`config.mk`:
```
export PLATFORM = sky130hd
export DESIGN_NAME = hbs_blend
export DESIGN_NICKNAME = d
export VERILOG_FILES = /design/src/design/hbs_pkg.sv /design/src/design/hbs_blend.sv
export SDC_FILE = /design/constraint.sdc
export NUM_CORES = 2
export LEC_CHECK = 0
export ABC_AREA = 1
export BUFFER_PORTS_ARGS = -buffer_cell sky130_fd_sc_hd__buf_2
export CAP_MARGIN = 20
export CORE_UTILIZATION = 45
export CTS_CLUSTER_DIAMETER = 100
export DETAILED_ROUTE_END_ITERATION = 7
export HOLD_SLACK_MARGIN = 0.05
export SLEW_MARGIN = 20
export SYNTH_ARGS = -nofsm -noshare
export SYNTH_HDL_FRONTEND = slang
export SYNTH_SLANG_ARGS = --single-unit
```
`constraint.sdc`:
```
create_clock -name clk -period 7.5 [get_ports clk]
set_input_delay 0.375 -clock clk [delete_from_list [all_inputs] [get_ports clk]]
set_output_delay 0.375 -clock clk [all_outputs]
set_load 0.005 [all_outputs]
```
`src/design/hbs_pkg.sv`:
```
// shared constants and types for the height map smoothing core
// no dependencies; imported by every module of the block
`default_nettype none

package hbs_pkg;

  localparam int MAX_GRID  = 256;
  localparam int COORD_W   = $clog2(MAX_GRID);
  localparam int ADDR_W    = 2 * COORD_W;
  localparam int GRID_W    = COORD_W + 1;
  localparam int H_W       = 32;
  localparam int SMOOTH_W  = 17;
  localparam int FRAC_W    = 16;
  localparam int CFG_AW    = 3;
  localparam int CFG_DW    = 32;

  localparam logic [SMOOTH_W-1:0] SMOOTH_ONE   = SMOOTH_W'(1 << FRAC_W);
  localparam logic [SMOOTH_W-1:0] SMOOTH_RESET = SMOOTH_W'(1 << (FRAC_W - 1));
  localparam logic [GRID_W-1:0]   GRID_MAX     = GRID_W'(MAX_GRID);

  // register index, taken from the word address of the config port
  localparam logic REG_SMOOTHING = 1'b0;
  localparam logic REG_GRID_SIZE = 1'b1;

  typedef enum logic [1:0] {
    OP_WRITE  = 2'd0,
    OP_FILTER = 2'd1,
    OP_READ   = 2'd2,
    OP_NOP    = 2'd3
  } opcode_t;

endpackage

`default_nettype wire

```
`src/design/hbs_blend.sv`:
```
// one-pole blend unit: new = cur + floor(weight * (prev - cur) / 2^16), saturated
// two steps: product register, then add and clamp; uses hbs_pkg
`default_nettype none

module hbs_blend (
  input  wire logic                              clk,
  input  wire logic                              load,
  input  wire logic signed [hbs_pkg::H_W-1:0]    prev,
  input  wire logic signed [hbs_pkg::H_W-1:0]    cur,
  input  wire logic        [hbs_pkg::SMOOTH_W-1:0] weight,
  output logic signed      [hbs_pkg::H_W-1:0]    result
);
  import hbs_pkg::*;

  localparam int PROD_W = SMOOTH_W + 1 + H_W + 1;
  localparam int SUM_W  = PROD_W - FRAC_W;

  logic signed [H_W:0]        diff;
  logic signed [SMOOTH_W:0]   wgt;
  logic signed [PROD_W-1:0]   prod_nxt;
  logic signed [PROD_W-1:0]   prod_r;
  logic signed [H_W-1:0]      cur_r;
  logic signed [SUM_W-1:0]    quot;
  logic signed [SUM_W-1:0]    sum;

  always_comb begin
    diff     = {prev[H_W-1], prev} - {cur[H_W-1], cur};
    wgt      = {1'b0, weight};
    prod_nxt = diff * wgt;
  end

  always_ff @(posedge clk) begin
    if (load) begin
      prod_r <= prod_nxt;
      cur_r  <= cur;
    end
  end

  // arithmetic shift gives the floor for negative products
  always_comb begin
    quot = prod_r[PROD_W-1:FRAC_W];
    sum  = {{(SUM_W-H_W){cur_r[H_W-1]}}, cur_r} + quot;
    if (sum[SUM_W-1:H_W-1] == '0 || sum[SUM_W-1:H_W-1] == '1) begin
      result = sum[H_W-1:0];
    end else if (sum[SUM_W-1]) begin
      result = {1'b1, {(H_W-1){1'b0}}};
    end else begin
      result = {1'b0, {(H_W-1){1'b1}}};
    end
  end

endmodule

`default_nettype wire

```
==> impl_metrics.yaml <==
sta:
  tns_ns: 0
  slew-limit-headroom_pct: 41.2
  final_hold_viol_count: 0
  rsz0062_at_grt: "true"
  min_period_over_period_pct: 97.4
  finalSetupViolations: 0
  fin_crit_ns: 7.30
  slew_violations: 0
  fmax_ghz: 0.137
  tightestPinTransition_ns: 0.882
clock_network:
  clk_pin_slew_ns: 0.06
  root_buffer: "clkbuf_16"
  cts_tree: "built"
  numClockSinks: 67
  cts_buffers: 9
  cts.path.max_buffers: 2
  htreeDepth: 3
logic_synthesis:
  synthCells: 3436
  yosysTopAreaCell: "fa_1"
  async_flop_share_pct: 0
  synthFlopType: "edfxtp_1"
  synth.distinct_cells: 51
  synthTopCellsByCount: "inv_1, nand2_1, fa_1"
  synth_edf_count: 67
  synth_top_cell_area_share_pct: 40.4
  synth.cell_area_um2: 26600
  synth_area_leaders: "fa_1, inv_1, nand2_1"
  yosysSeqAreaShare_pct: 7.57
  avgSynthCellArea_um2: 7.74
  synth_nets: 4238
  ys_ff_latch: 67
  ys_warn_count: 0
  yosysMostFrequentCell: "inv_1"
critical_path:
  crit_arrival_ns: 7.39
  slowest_delay_ns: 0.55
  cp-endpoint: "prod_r[42]"
  worstPathRequired_ns: 7.59
  cp-startpoint: "prev[0]"
  worstSetupStartpointType: "input pin"
  crit_slowest_cell: "fa_1"
  criticalPathCategory: "in2reg"
  cp-end-kind: "flop"
  cp_max_fo: 9
floorplanning:
  die-area_um2: 60000
  fp.coreArea_um2: 58000
  die_x_um: 245
  initial_core_util_pct: 45.8
  die_h_um: 245
  fp-row-count: 88
  ios: 115
drt:
  drt-initial-drc-count: 1808
  firstDrtPassIters: 5
  ant_nets: 0
  vias_per_cell: 5.08
  vias: 23900
  wl_per_cell_um: 19.2
  drc: 0
  drt_wl_total_mm: 90.3
layout:
  fin_util_pct: 56.2
  final_cells: 4712
  finalNetCount: 4743
  area_growth_pct: 22.7
  drive_above_1_share_pct: 21.8
  postLayoutCellArea_um2: 32600
global_route:
  grt_pass1_wl_mm: 139
  antenna_found_initial: 0
  grt_usage_pct: 30.7
  grt_pass1_vias: 24800
  grt_remaining_overflow: 0
  grt_max_degree: 68
placement:
  dp.cells: 4676
  io_buffers: 114
  gp_congestion: 0.978
  dp_hpwl_mm: 78.3
  dpl_cell_area_um2: 31200
worst_hold_path:
  hold_class: "in2reg"
outcome:
  status: "complete, no violations"
run:
  cap_violations: 0
flip-flops by register name, indices dropped and copies added, names as in the netlist:
name	flops
prod_r	35
cur_r	32
worst min-delay path by stage:
stage,slack (ns),to,startpoint,cells past startpoint
final,0.22,cur_r[25],cur[25],1
after global placement,0.57,cur_r[25],cur[25],1
after CTS,0.20,cur_r[25],cur[25],1
after floorplan,0.47,cur_r[0],cur[0],0
after global routing,0.21,cur_r[25],cur[25],1
after detailed placement,0.57,cur_r[25],cur[25],1
area by class of cell:
| cell class | instances | area [um^2] |
|---|---|---|
| Fill cell | 5622 | 25400 |
| Multi-Input combinational cell | 2388 | 21700 |
| Timing Repair Buffer | 580 | 4260 |
| Inverter | 895 | 3360 |
| Sequential cell | 67 | 2010 |
| Tap cell | 765 | 957 |
| Clock buffer | 9 | 225 |
| Clock inverter | 7 | 100 |
| Antenna cell | 1 | 2.50 |
routing by layer:
metal / vias up / track usage (%) / part of all wire [%]
met1: 11800 / 43.3 / 44
met3: 114 / 3.41 / 7.2
li1: 11200 / - / -
met5: - / 0 / 0
met2: 846 / 50.3 / 46
met4: 0 / 7.72 / 2.8
timing repair:
item | in CTS | in global routing
gates cloned | 0 | 0
hold buffers | 0 | 0
setup buffers | 1 | 18
endpoints found under the setup margin | 10 | 35
gates resized for setup | 21 | 220
pin swaps | 3 | 64
logic make-up (layout without fill, tap and decap cells):
family	Yosys count	after routing	share of synthesized area, %
AOI/OAI and AO/OA	268	268	5.77
xor gates and xnor gates	70	70	2.33
adders and majority gates	719	719	49.0
buffers and inverters	981	1491	14.2
DFF	67	67	7.57
other	0	1	0
and+or+nand+nor	1331	1331	21.1
layout by cell type, fill, tap and decap left out, types with 5 or more instances in the layout:
| master | count |
|---|---|
| inv_1 | 865 |
| nand2_1 | 610 |
| fa_1 | 512 |
| buf_4 | 443 |
| nor2_1 | 349 |
| nand3_1 | 187 |
| ha_1 | 154 |
| buf_2 | 114 |
| a21oi_1 | 105 |
| edfxtp_1 | 67 |
| nand2_2 | 50 |
| o21ai_0 | 48 |
| xor2_1 | 44 |
| nor2_2 | 26 |
| fa_2 | 24 |
| xnor2_1 | 23 |
| a21oi_2 | 22 |
| ha_4 | 22 |
| inv_2 | 21 |
| a31oi_1 | 17 |
| nand4_1 | 16 |
| nand3_2 | 15 |
| a21o_1 | 13 |
| o21ai_1 | 13 |
| or2_2 | 13 |
| o21bai_1 | 13 |
| nand2_4 | 12 |
| nor3_1 | 12 |
| buf_12 | 12 |
| buf_6 | 11 |
| clkbuf_16 | 9 |
| nor2_4 | 8 |
| clkinv_1 | 7 |
| ha_2 | 7 |
| and3_1 | 6 |
| nor3_2 | 5 |
| o21ai_2 | 5 |
through the flow:
| stage | setup slack, ns | hold WS [ns] |
|---|---|---|
| after CTS | 0.0131 | 0.204 |
| after global routing | -0.0545 | 0.207 |
| after floorplan | 0.308 | 0.474 |
| after detailed placement | -0.640 | 0.570 |
| after global placement | -0.593 | 0.569 |
| final | 0.197 | 0.218 |
worst max-delay path, delay by kind of cell:
family / cells / cell delay (ns)
AND/OR/NAND/NOR: 11 / 0.98
XOR/XNOR: 1 / 0.11
buffers and inverters: 17 / 1.43
adder cells (fa/ha/maj): 9 / 3.79
AO/OA/AOI/OAI: 4 / 0.68
Power is left out: the tool's default activity adds up to more than one toggle a clock period on the data nets, which glitch-free logic cannot reach.
